==> config.mk <==
export PLATFORM = sky130hd
export DESIGN_NAME = sliding_window_median_filter
export DESIGN_NICKNAME = d
export VERILOG_FILES = /design/src/rtl/swmf_pkg.sv /design/src/rtl/sliding_window_median_filter.sv /design/src/rtl/swmf_cell.sv /design/src/rtl/swmf_ctrl.sv
export VERILOG_INCLUDE_DIRS = /design/src /design/src/rtl
export SDC_FILE = /design/constraint.sdc
export NUM_CORES = 2
export LEC_CHECK = 0
export BUFFER_PORTS_ARGS = -buffer_cell sky130_fd_sc_hd__buf_2
export CAP_MARGIN = 15
export CORE_MARGIN = 2
export CORE_UTILIZATION = 57
export DETAILED_ROUTE_END_ITERATION = 10
export MAX_ROUTING_LAYER = met4
export PLACE_DENSITY = 0.87
export SLEW_MARGIN = 30
export SYNTH_ARGS = -nofsm -noshare
export SYNTH_HDL_FRONTEND = slang
export SYNTH_SLANG_ARGS = --single-unit
==> constraint.sdc <==
create_clock -name i_clk -period 13.6 [get_ports i_clk]
set_clock_uncertainty 0.1 [all_clocks]
set_input_delay 1.36 -clock i_clk [delete_from_list [all_inputs] [get_ports i_clk]]
set_output_delay 1.36 -clock i_clk [all_outputs]
set_load 0.02 [all_outputs]
==> src/rtl/sliding_window_median_filter_macros.svh <==
// Assertion macros shared by the median filter RTL.
`ifndef SLIDING_WINDOW_MEDIAN_FILTER_MACROS_SVH
`define SLIDING_WINDOW_MEDIAN_FILTER_MACROS_SVH

// Check cons in the same cycle as ante.
`define SWMF_ASSERT_NOW(label, clk, rst_n, ante, cons) \
    label: assert property (@(posedge clk) disable iff (!rst_n) (ante) |-> (cons)) \
        else $error("median filter check failed");

// Check cons in the cycle after ante.
`define SWMF_ASSERT_NEXT(label, clk, rst_n, ante, cons) \
    label: assert property (@(posedge clk) disable iff (!rst_n) (ante) |=> (cons)) \
        else $error("median filter check failed");

`endif

==> src/rtl/swmf_pkg.sv <==
// Shared types, constants and width helpers for the median filter.
package swmf_pkg;

    localparam int LEN_BITS = 5;
    localparam logic [LEN_BITS-1:0] LEN_RESET = 5'd5;

    typedef enum logic [2:0] {
        S_IDLE,
        S_LOAD,
        S_COUNT,
        S_PICK,
        S_SUM
    } t_state;

    typedef struct packed {
        logic shift;
        logic load;
        logic count;
        logic pick;
        logic sum;
    } t_cell_ctrl;

    // Bits for a cell index or a rank (at least one).
    function automatic int f_idx_bits(input int n);
        return (n > 1) ? $clog2(n) : 1;
    endfunction

    // Bits for an effective window length, never narrower than the register.
    function automatic int f_len_bits(input int n);
        int w;
        w = $clog2(n + 1);
        return (w > LEN_BITS) ? w : LEN_BITS;
    endfunction

endpackage

==> src/rtl/sliding_window_median_filter.sv <==
// Top level of the sliding-window running median filter.
//
// Usage:
//   Input channel i_valid/o_ready carries one signed sample per beat on
//   i_sample. Output channel o_valid/i_ready carries one beat per input
//   beat on o_median_doubled: twice the median of the newest window_length
//   samples (the sum of the two middle values for an even length).
//   i_cfg_we/i_cfg_wdata write window_length at once; write it only while
//   no sample is in flight. Zero acts as one, above MAX_WINDOW as MAX_WINDOW.
// Timing:
//   The next sample is accepted only once a beat has passed the load,
//   rank count, pick and sum phases. The rank count dominates: every
//   cell's copy passes the other MAX_WINDOW - 1 cells, one hop per cycle,
//   while each cell counts how many active samples rank below its own.
//   The result is registered in the sum phase and then shows on o_valid.
// Reset:
//   Clears the history to zero (those zeros count until displaced), sets
//   window_length to 5 and empties the output register.
// Backpressure:
//   The output register holds a finished result while i_ready is low; the
//   next sample is still taken and ranked, then waits in the sum phase.
`include "sliding_window_median_filter_macros.svh"

module sliding_window_median_filter
    import swmf_pkg::*;
#(
    parameter int MAX_WINDOW  = 16,
    parameter int SAMPLE_BITS = 16
) (
    input  logic                          i_clk,
    input  logic                          i_rst_n,
    input  logic                          i_valid,
    output logic                          o_ready,
    input  logic signed [SAMPLE_BITS-1:0] i_sample,
    output logic                          o_valid,
    input  logic                          i_ready,
    output logic signed [SAMPLE_BITS:0]   o_median_doubled,
    input  logic                          i_cfg_we,
    input  logic [LEN_BITS-1:0]           i_cfg_wdata
);

    localparam int IDXW = f_idx_bits(MAX_WINDOW);
    localparam int LW   = f_len_bits(MAX_WINDOW);
    localparam logic [LW-1:0] LEN_MAX = LW'(MAX_WINDOW);

    // Window length register.
    logic [LEN_BITS-1:0] r_len;
    logic [LW-1:0]       w_len_raw;
    logic [LW-1:0]       w_len;
    logic [LW-1:0]       w_lo_rank;
    logic [LW-1:0]       w_hi_rank;

    always_ff @(posedge i_clk) begin
        if (!i_rst_n) begin
            r_len <= LEN_RESET;
        end else if (i_cfg_we) begin
            r_len <= i_cfg_wdata;
        end
    end

    // Clamp the length, then find the ranks of the two middle values.
    // For an odd length both ranks name the same cell.
    assign w_len_raw = LW'(r_len);
    assign w_len     = (w_len_raw == '0)     ? LW'(1)  :
                       (w_len_raw > LEN_MAX) ? LEN_MAX : w_len_raw;
    assign w_lo_rank = (w_len - LW'(1)) >> 1;
    assign w_hi_rank = w_len >> 1;

    // Sequencer.
    t_cell_ctrl w_ctrl;
    logic       w_out_free;
    logic       w_out_load;

    swmf_ctrl #(
        .MAX_WINDOW (MAX_WINDOW)
    ) u_ctrl (
        .i_clk      (i_clk),
        .i_rst_n    (i_rst_n),
        .i_valid    (i_valid),
        .o_ready    (o_ready),
        .o_ctrl     (w_ctrl),
        .i_out_free (w_out_free)
    );

    // Cell chain: slot 0 holds the newest sample; the compare ring wraps.
    logic signed [SAMPLE_BITS-1:0] w_sample   [MAX_WINDOW];
    logic signed [SAMPLE_BITS-1:0] w_ring_val [MAX_WINDOW];
    logic [IDXW-1:0]               w_ring_idx [MAX_WINDOW];
    logic [SAMPLE_BITS-1:0]        w_hit_lo   [MAX_WINDOW];
    logic [SAMPLE_BITS-1:0]        w_hit_hi   [MAX_WINDOW];
    logic [MAX_WINDOW-1:0]         w_match_lo;
    logic [MAX_WINDOW-1:0]         w_match_hi;

    for (genvar g = 0; g < MAX_WINDOW; g++) begin : g_cell
        localparam int PREV = (g == 0) ? MAX_WINDOW - 1 : g - 1;
        logic signed [SAMPLE_BITS-1:0] w_shift_in;

        if (g == 0) begin : g_head
            assign w_shift_in = i_sample;
        end else begin : g_body
            assign w_shift_in = w_sample[g-1];
        end

        swmf_cell #(
            .SAMPLE_BITS (SAMPLE_BITS),
            .MAX_WINDOW  (MAX_WINDOW),
            .CELL_IDX    (g)
        ) u_cell (
            .i_clk         (i_clk),
            .i_rst_n       (i_rst_n),
            .i_ctrl        (w_ctrl),
            .i_len         (w_len),
            .i_lo_rank     (w_lo_rank),
            .i_hi_rank     (w_hi_rank),
            .i_shift_in    (w_shift_in),
            .i_ring_sample (w_sample[PREV]),
            .i_ring_val    (w_ring_val[PREV]),
            .i_ring_idx    (w_ring_idx[PREV]),
            .o_sample      (w_sample[g]),
            .o_ring_val    (w_ring_val[g]),
            .o_ring_idx    (w_ring_idx[g]),
            .o_hit_lo      (w_hit_lo[g]),
            .o_hit_hi      (w_hit_hi[g]),
            .o_match_lo    (w_match_lo[g]),
            .o_match_hi    (w_match_hi[g])
        );
    end

    // Exactly one cell holds each middle value; the others drive zero.
    logic [SAMPLE_BITS-1:0]      w_or_lo;
    logic [SAMPLE_BITS-1:0]      w_or_hi;
    logic signed [SAMPLE_BITS:0] w_sum;

    always_comb begin
        w_or_lo = '0;
        w_or_hi = '0;
        for (int k = 0; k < MAX_WINDOW; k++) begin
            w_or_lo = w_or_lo | w_hit_lo[k];
            w_or_hi = w_or_hi | w_hit_hi[k];
        end
    end

    assign w_sum = $signed({w_or_lo[SAMPLE_BITS-1], w_or_lo}) +
                   $signed({w_or_hi[SAMPLE_BITS-1], w_or_hi});

    // Output register: load when empty or being drained this cycle.
    logic                        r_out_valid;
    logic signed [SAMPLE_BITS:0] r_out_data;

    assign w_out_free = !r_out_valid || i_ready;
    assign w_out_load = w_ctrl.sum && w_out_free;

    always_ff @(posedge i_clk) begin
        if (!i_rst_n) begin
            r_out_valid <= 1'b0;
        end else if (w_out_load) begin
            r_out_valid <= 1'b1;
        end else if (i_ready) begin
            r_out_valid <= 1'b0;
        end
    end

    always_ff @(posedge i_clk) begin
        if (w_out_load) begin
            r_out_data <= w_sum;
        end
    end

    assign o_valid          = r_out_valid;
    assign o_median_doubled = r_out_data;

    // An accepted beat starts the ring load in the next cycle.
    `SWMF_ASSERT_NEXT(a_accept_loads, i_clk, i_rst_n, i_valid && o_ready, w_ctrl.load)
    // Ranks among active cells are unique, so each middle rank has one owner.
    `SWMF_ASSERT_NOW(a_lo_unique, i_clk, i_rst_n, w_ctrl.sum, $onehot(w_match_lo))
    `SWMF_ASSERT_NOW(a_hi_unique, i_clk, i_rst_n, w_ctrl.sum, $onehot(w_match_hi))

endmodule

==> src/rtl/swmf_cell.sv <==
// One window cell: history slot, rotating compare copy and rank counter.
module swmf_cell
    import swmf_pkg::*;
#(
    parameter int SAMPLE_BITS = 16,
    parameter int MAX_WINDOW  = 16,
    parameter int CELL_IDX    = 0
) (
    input  logic                                       i_clk,
    input  logic                                       i_rst_n,
    input  t_cell_ctrl                                 i_ctrl,
    input  logic [f_len_bits(MAX_WINDOW)-1:0]          i_len,
    input  logic [f_len_bits(MAX_WINDOW)-1:0]          i_lo_rank,
    input  logic [f_len_bits(MAX_WINDOW)-1:0]          i_hi_rank,
    input  logic signed [SAMPLE_BITS-1:0]              i_shift_in,
    input  logic signed [SAMPLE_BITS-1:0]              i_ring_sample,
    input  logic signed [SAMPLE_BITS-1:0]              i_ring_val,
    input  logic [f_idx_bits(MAX_WINDOW)-1:0]          i_ring_idx,
    output logic signed [SAMPLE_BITS-1:0]              o_sample,
    output logic signed [SAMPLE_BITS-1:0]              o_ring_val,
    output logic [f_idx_bits(MAX_WINDOW)-1:0]          o_ring_idx,
    output logic [SAMPLE_BITS-1:0]                     o_hit_lo,
    output logic [SAMPLE_BITS-1:0]                     o_hit_hi,
    output logic                                       o_match_lo,
    output logic                                       o_match_hi
);

    localparam int IDXW = f_idx_bits(MAX_WINDOW);
    localparam int LW   = f_len_bits(MAX_WINDOW);
    localparam logic [IDXW-1:0] SELF_IDX = IDXW'(CELL_IDX);
    localparam logic [IDXW-1:0] PREV_IDX = IDXW'((CELL_IDX + MAX_WINDOW - 1) % MAX_WINDOW);

    logic signed [SAMPLE_BITS-1:0] r_sample;
    logic signed [SAMPLE_BITS-1:0] r_ring_val;
    logic [IDXW-1:0]               r_ring_idx;
    logic [IDXW-1:0]               r_rank;
    logic [SAMPLE_BITS-1:0]        r_hit_lo;
    logic [SAMPLE_BITS-1:0]        r_hit_hi;
    logic                          r_match_lo;
    logic                          r_match_hi;

    logic w_before;
    logic w_active;
    logic n_match_lo;
    logic n_match_hi;

    // The passing sample ranks below ours; ties go to the newer slot.
    assign w_before = (LW'(r_ring_idx) < i_len) &&
                      ((r_ring_val < r_sample) ||
                       ((r_ring_val == r_sample) && (r_ring_idx < SELF_IDX)));
    assign w_active   = (LW'(SELF_IDX) < i_len);
    assign n_match_lo = w_active && (LW'(r_rank) == i_lo_rank);
    assign n_match_hi = w_active && (LW'(r_rank) == i_hi_rank);

    always_ff @(posedge i_clk) begin
        if (!i_rst_n) begin
            r_sample <= '0;
        end else if (i_ctrl.shift) begin
            r_sample <= i_shift_in;
        end
    end

    always_ff @(posedge i_clk) begin
        if (i_ctrl.load) begin
            r_ring_val <= i_ring_sample;
            r_ring_idx <= PREV_IDX;
            r_rank     <= '0;
        end else if (i_ctrl.count) begin
            r_ring_val <= i_ring_val;
            r_ring_idx <= i_ring_idx;
            r_rank     <= r_rank + IDXW'(w_before);
        end
    end

    always_ff @(posedge i_clk) begin
        if (i_ctrl.pick) begin
            r_match_lo <= n_match_lo;
            r_match_hi <= n_match_hi;
            r_hit_lo   <= n_match_lo ? r_sample : '0;
            r_hit_hi   <= n_match_hi ? r_sample : '0;
        end
    end

    assign o_sample   = r_sample;
    assign o_ring_val = r_ring_val;
    assign o_ring_idx = r_ring_idx;
    assign o_hit_lo   = r_hit_lo;
    assign o_hit_hi   = r_hit_hi;
    assign o_match_lo = r_match_lo;
    assign o_match_hi = r_match_hi;

endmodule

==> src/rtl/swmf_ctrl.sv <==
// Sequencer: shift, load, rank count, pick and sum phases for one item.
module swmf_ctrl
    import swmf_pkg::*;
#(
    parameter int MAX_WINDOW = 16
) (
    input  logic       i_clk,
    input  logic       i_rst_n,
    input  logic       i_valid,
    output logic       o_ready,
    output t_cell_ctrl o_ctrl,
    input  logic       i_out_free
);

    localparam int IDXW = f_idx_bits(MAX_WINDOW);
    localparam logic [IDXW-1:0] LAST_STEP = IDXW'(MAX_WINDOW - 1);

    t_state          r_state;
    t_state          n_state;
    logic [IDXW-1:0] r_step;
    logic [IDXW-1:0] n_step;

    always_ff @(posedge i_clk) begin
        if (!i_rst_n) begin
            r_state <= S_IDLE;
            r_step  <= '0;
        end else begin
            r_state <= n_state;
            r_step  <= n_step;
        end
    end

    always_comb begin
        n_state = r_state;
        n_step  = r_step;
        case (r_state)
            S_IDLE: begin
                if (i_valid) begin
                    n_state = S_LOAD;
                end
            end
            S_LOAD: begin
                n_step  = IDXW'(1);
                n_state = (MAX_WINDOW == 1) ? S_PICK : S_COUNT;
            end
            S_COUNT: begin
                n_step = r_step + IDXW'(1);
                if (r_step == LAST_STEP) begin
                    n_state = S_PICK;
                end
            end
            S_PICK: begin
                n_state = S_SUM;
            end
            S_SUM: begin
                if (i_out_free) begin
                    n_state = S_IDLE;
                end
            end
            default: begin
                n_state = S_IDLE;
            end
        endcase
    end

    always_comb begin
        o_ready = 1'b0;
        o_ctrl  = '0;
        case (r_state)
            S_IDLE: begin
                o_ready      = 1'b1;
                o_ctrl.shift = i_valid;
            end
            S_LOAD:  o_ctrl.load  = 1'b1;
            S_COUNT: o_ctrl.count = 1'b1;
            S_PICK:  o_ctrl.pick  = 1'b1;
            S_SUM:   o_ctrl.sum   = 1'b1;
            default: o_ctrl = '0;
        endcase
    end

endmodule
# After elaboration in Yosys (flattened, before gate mapping)
# Cells that the tools add are included.
# classes
muxes,47
magnitude_cmp,65
eq_ne,56
n_bitwise,30
add_sub_neg,19
n_reduce_logical,89
# ops
cell,n
$mux 16,32
$or 16x16->16,30
$eq 16x16->1,16
$lt 16x16->1,16
$eq 4x4->1,32
$lt 4x5->1,16
$logic_and 1x1->1,65
$add 4x1->4,16
$lt 4x5->1 const A,8
$lt 4x4->1 const B,8
$lt 3x5->1 const A,4
$add 16x16->17,1
$logic_or 1x1->1,17
$lt 4x3->1 const B,4
$pmux 3 s5,1
$lt 1x5->1 const A,2
$lt 2x5->1 const A,2
$mux 5,2
$mux 3,3
$lt 4x1->1 const B,2
$lt 4x2->1 const B,2
$mux 1,8
$pmux 4 s2,1
$eq 3x2->1 const B,2
other kinds (13),16
# word_totals
register_bits,1182
in_bits,26

# Depth between registers and ports, before layout
# logic_depth
word_depth,16
depth_mapped,14

# Cells and area by module
# From an unflattened synthesis, not the netlist that was laid out.
# unflattened
cells_unflattened,4690
hier_area_um2,58924.0
# modules_own_cells
mod,area_each_um2,instances,cells_per_inst
swmf_cell (g_cell[1].u_cell),3666.0,1,277
swmf_cell (g_cell[11].u_cell),3638.5,1,273
swmf_cell (g_cell[2].u_cell),3530.9,1,270
swmf_cell (g_cell[3].u_cell),3524.6,1,276
swmf_cell (g_cell[8].u_cell),3489.6,1,267
swmf_cell (g_cell[13].u_cell),3483.3,1,271
swmf_cell (g_cell[14].u_cell),3483.3,1,270
swmf_cell (g_cell[15].u_cell),3478.3,1,275
swmf_cell (g_cell[9].u_cell),3470.8,1,272
swmf_cell (g_cell[0].u_cell),3468.3,1,262
swmf_cell (g_cell[5].u_cell),3463.3,1,277
swmf_cell (g_cell[6].u_cell),3463.3,1,269
swmf_cell (g_cell[4].u_cell),3460.8,1,271
swmf_cell (g_cell[10].u_cell),3457.1,1,273
+4 rows,-,-,-

# Least setup slack after synthesis
# Ideal clock, no wire load.
# synth_path
path_type,register to register
from,register u_ctrl.r_state[1]
to,"register g_cell[0].u_cell.r_hit_hi[0], enable pin"
t_arrival_ps,12192
n_path_buf,1
stages_incl_launch_ff,3
slack_ps,361
path_cell_list,dfxtp_1 clkbuf_1 and3b_1
# synth_between
elab_chain_len,2
# synth_lines
item,line,source
from (decl),swmf_ctrl.sv:18,t_state r_state;
from (signal assigned),swmf_ctrl.sv:28,r_state <= n_state;
$eq 3x2->1,swmf_ctrl.sv:69,case (r_state)
$mux 1,swmf_ctrl.sv:69,
to (signal assigned),swmf_cell.sv:80,r_hit_hi <= n_match_hi ? r_sample : '0;
to (decl),swmf_cell.sv:38,logic [SAMPLE_BITS-1:0] r_hit_hi;
# Every way passes these cells.
# A chain may end at the register's enable or synchronous reset.

# Worst setup path in the final report
# layout_path
from,register r_len[4]
to,"register g_cell[10].u_cell.r_hit_lo[0], data pin"
# layout_between
elab_chain_len,6
elab_cells_between_ends,8
# layout_lines
item,line,source
from (decl),sliding_window_median_filter.sv:47,logic [LEN_BITS-1:0] r_len;
from (signal assigned),sliding_window_median_filter.sv:57,r_len <= i_cfg_wdata;
$gt 5x5->1,sliding_window_median_filter.sv:65,(w_len_raw > LEN_MAX) ? LEN_MAX : w_len_raw;
$mux 5,sliding_window_median_filter.sv:65,
$mux 5 (*),sliding_window_median_filter.sv:64,assign w_len = (w_len_raw == '0) ? LW'(1) :
$sub 5x1->5,sliding_window_median_filter.sv:66,assign w_lo_rank = (w_len - LW'(1)) >> 1;
$eq 4x4->1,swmf_cell.sv:52,assign n_match_lo = w_active && (LW'(r_rank) == i_lo_rank);
$logic_and 1x1->1 (*),swmf_cell.sv:52,
to (signal assigned),swmf_cell.sv:79,r_hit_lo <= n_match_lo ? r_sample : '0;
to (decl),swmf_cell.sv:37,logic [SAMPLE_BITS-1:0] r_hit_lo;
# Mark *: on every way between the ends. The rest lies on a longest branch, timed or not.

==> results.yml <==
status:
  status: "completed"
clock_network:
  cts.sinks: 1182
  clockBufferDepth: 3
  post_cts_buffers: 0
  cts-htree-levels: 3
  clk_pin_slew_ns: 0.07
  cts_made_buffers: 114
  insertion_delay_ns: 0.71
  cts_tree: "yes"
  ctsResizeCount: 0
  cts-root-buf: "clkbuf_16"
  ctsHoldBuffers: 0
finish:
  fin_nets: 5410
  final_core_util: 0.6290
  regArea_mm2: 0.03152
  num-fill-cells: 7039
  mostFrequentLayoutCell: "nand2_1"
  final_cell_mix: "nand2_1, edfxtp_1, dfxtp_1"
  area_growth_pct: 9.706
  multiInputGateArea_mm2: 0.02184
  drive_gt1_frac: 0.07154
  final_cells: 6409
global_route:
  gr-usage-all-layers: 0.3134
  grt_util_met3: 0.04874
  grt_pass1_wl_um: 229700
  antenna_found_initial: 4
  grt_max_degree: 222
  top_usage_layer: "met2"
  grt_use_met1: 0.3980
  overflow: 0
  met2_usage: 0.4905
  grt_pass1_vias: 38870
critical_path:
  crit_arrival_ns: 4.90
  start_kind: "register"
  critPathKind: "register to register"
  ff2ff_setup_slack_ns: 9.10
  path_max_fanout: 50
  cp-startpoint: "r_len[4]"
  end_kind: "register"
  worstPathRequired_ns: 14.01
  reg2reg_from: "r_len[4]"
placement:
  dp_slack_ns: 9.046
  port-buffer-count: 44
  routabilityCongestion: 0.9979
  place_hpwl_um: 104300
  dp_cells: 6187
routing:
  via_count: 40050
  drt.antenna.violating_nets: 0
  drt_iter0_markers: 5826
  drc: 0
  drt_wl_total_um: 151900
  routed_via_density: 6.248
  first_pass_iters: 8
  wl_per_cell_um: 23.71
flow_run:
  maxCapViolCount: 0
sta:
  fmax_mhz: 222.5
  finalMaxSlewViolations: 0
  finalSetupViolations: 0
  period_minus_slack_ns: 4.495
  timing.final.ws_setup_ns: 9.105
  worst_pin_slew_ns: 1.254
  rsz0062_at_grt: "no"
  totalNegativeSetupSlack_ns: 0
  period_share: 0.3305
  slew_headroom: 0.1563
  finalHoldViolCount: 0
die:
  die-area_mm2: 0.09934
  initial_core_util: 0.5733
  fp-row-count: 114
  die_w_um: 315.2
  coreArea_mm2: 0.09628
  ios: 45
  die_h_um: 315.2
yosys:
  syn_area_mm2: 0.05520
  synth_warnings: 0
  synth_nets: 5441
  ys_types: 75
  synth_seq_cells: 1182
  ys_async_sr_fraction: 0
  synth_flop_cell: "edfxtp_1"
  synth_area_per_cell_um2: 10.91
  synth-seq-area-share: 0.5710
  synth_edf_count: 785
  synth_cells: 5060
worst_hold_path:
  hold_class: "register to register"
  min_from: "u_ctrl.r_step[3]"
power:
  pwr-share-comb: 0.139
  leakage_uw: 0.02086
  ir_drop_mv: 0.1001
  p_per_area_mw_per_mm2: 143.3
  seqPwrFrac: 0.495
  p_sw_frac: 0.2792
  power.switching_uw: 2423
  p_total_uw: 8677
  clkPwrFrac: 0.366
  intPower_uw: 6254
routing by layer:
| metal | part of all wire | vias up |
|---|---|---|
| met5 | 0 | - |
| met4 | 0.054 | 0 |
| met3 | 0.10 | 444 |
| met2 | 0.47 | 2333 |
| met1 | 0.38 | 19240 |
| li1 | - | 18030 |
area by class of cell:
class                      count  area share
timing repair buffer         110     0.01277
antenna                        3   0.0001240
tap                         1276     0.02636
clock buffer                 158     0.05306
clock inverter                59    0.008595
sequential                  1182      0.5205
inverter                     287     0.01791
multi-input combinational   3334      0.3606
metrics by stage:
stage	cell area (um^2)	hold WS (ns)
2_1_floorplan	55200	0.3221
3_3_place_gp	56640	0.3541
3_5_place_dp	56720	0.3535
4_1_cts	60450	0.3703
5_1_grt	60550	0.4030
6_report	60560	0.3675
synthesized netlist by cell type, drive strengths merged (13+ instances only):
cell	instances	area, um^2
o22a	42	367.9
a21oi	106	541.8
mux2i	13	142.6
xnor2	64	560.5
xor2	62	561.8
nor2b	27	168.9
nand3	37	185.2
inv	287	1077
o211ai	27	202.7
buf	42	219.0
o21a	15	112.6
nand2	863	3239
edfxtp	785	23570
nand4	80	500.5
a21o	46	345.3
ha	354	4429
o21ai	319	1597
a2111oi	14	153.9
and3	18	112.6
and2	358	2240
dfxtp	397	7948
a211oi	28	215.2
nor4	218	1410
a31oi	18	112.6
a22o	61	534.3
a21boi	256	1922
clkbuf	215	807.0
nor2	91	341.6
nor3	98	595.6
power by group through the flow:
stage               Clock, uW  Sequential [uW]  Combinational (uW)
finish                   3180             4290                1210
global route             3320             4310                1310
CTS                      3180             4280                1180
detailed placement          0             4350                1170
global placement            0             4350                1120
floorplan                   0             4330                 791
sequential cells by signal (all words and copies together) (netlist names):
name / flops
o_valid: 1
g_cell.u_cell.o_ring_val: 256
g_cell.u_cell.o_ring_idx: 64
g_cell.u_cell.o_hit_hi: 256
o_median_doubled: 17
g_cell.u_cell.o_sample: 256
r_len: 5
u_ctrl.r_step: 4
u_ctrl.r_state: 3
g_cell.u_cell.r_rank: 64
g_cell.u_cell.o_hit_lo: 256
worst max-delay path, stage by stage (launching register included):
cell and delay (ns):
dfxtp_2 0.31, buf_4 0.51, nor2b_1 0.13, inv_1 0.66, ha_1 0.47, xor2_4 0.78, xnor2_1 0.14, or4_1 0.85
nor3b_1 0.36
logic make-up (layout without fill, tap and decap cells):
group           Yosys count  count (layout)  share of synthesized area
simple gates           1853            1853                     0.1681
other cells               0               3                          0
compound gates          987             987                     0.1192
flops                  1182            1182                     0.5710
buf+inv                 544             614                    0.03810
xor+xnor                126             126                    0.02033
fa+ha+maj               355             355                    0.08061
mux                      13              13                   0.002584
path summary, 6_finish.rpt:
path                                   endpoint  cells after the start
setup / recovery  g_cell[10].u_cell.o_hit_lo[0]                      8
hold / removal                 u_ctrl.r_step[3]                      1
setup reg to reg  g_cell[10].u_cell.o_hit_lo[0]                      8
hold reg to reg                u_ctrl.r_step[3]                      1
(Power assumes the default switching activity.)
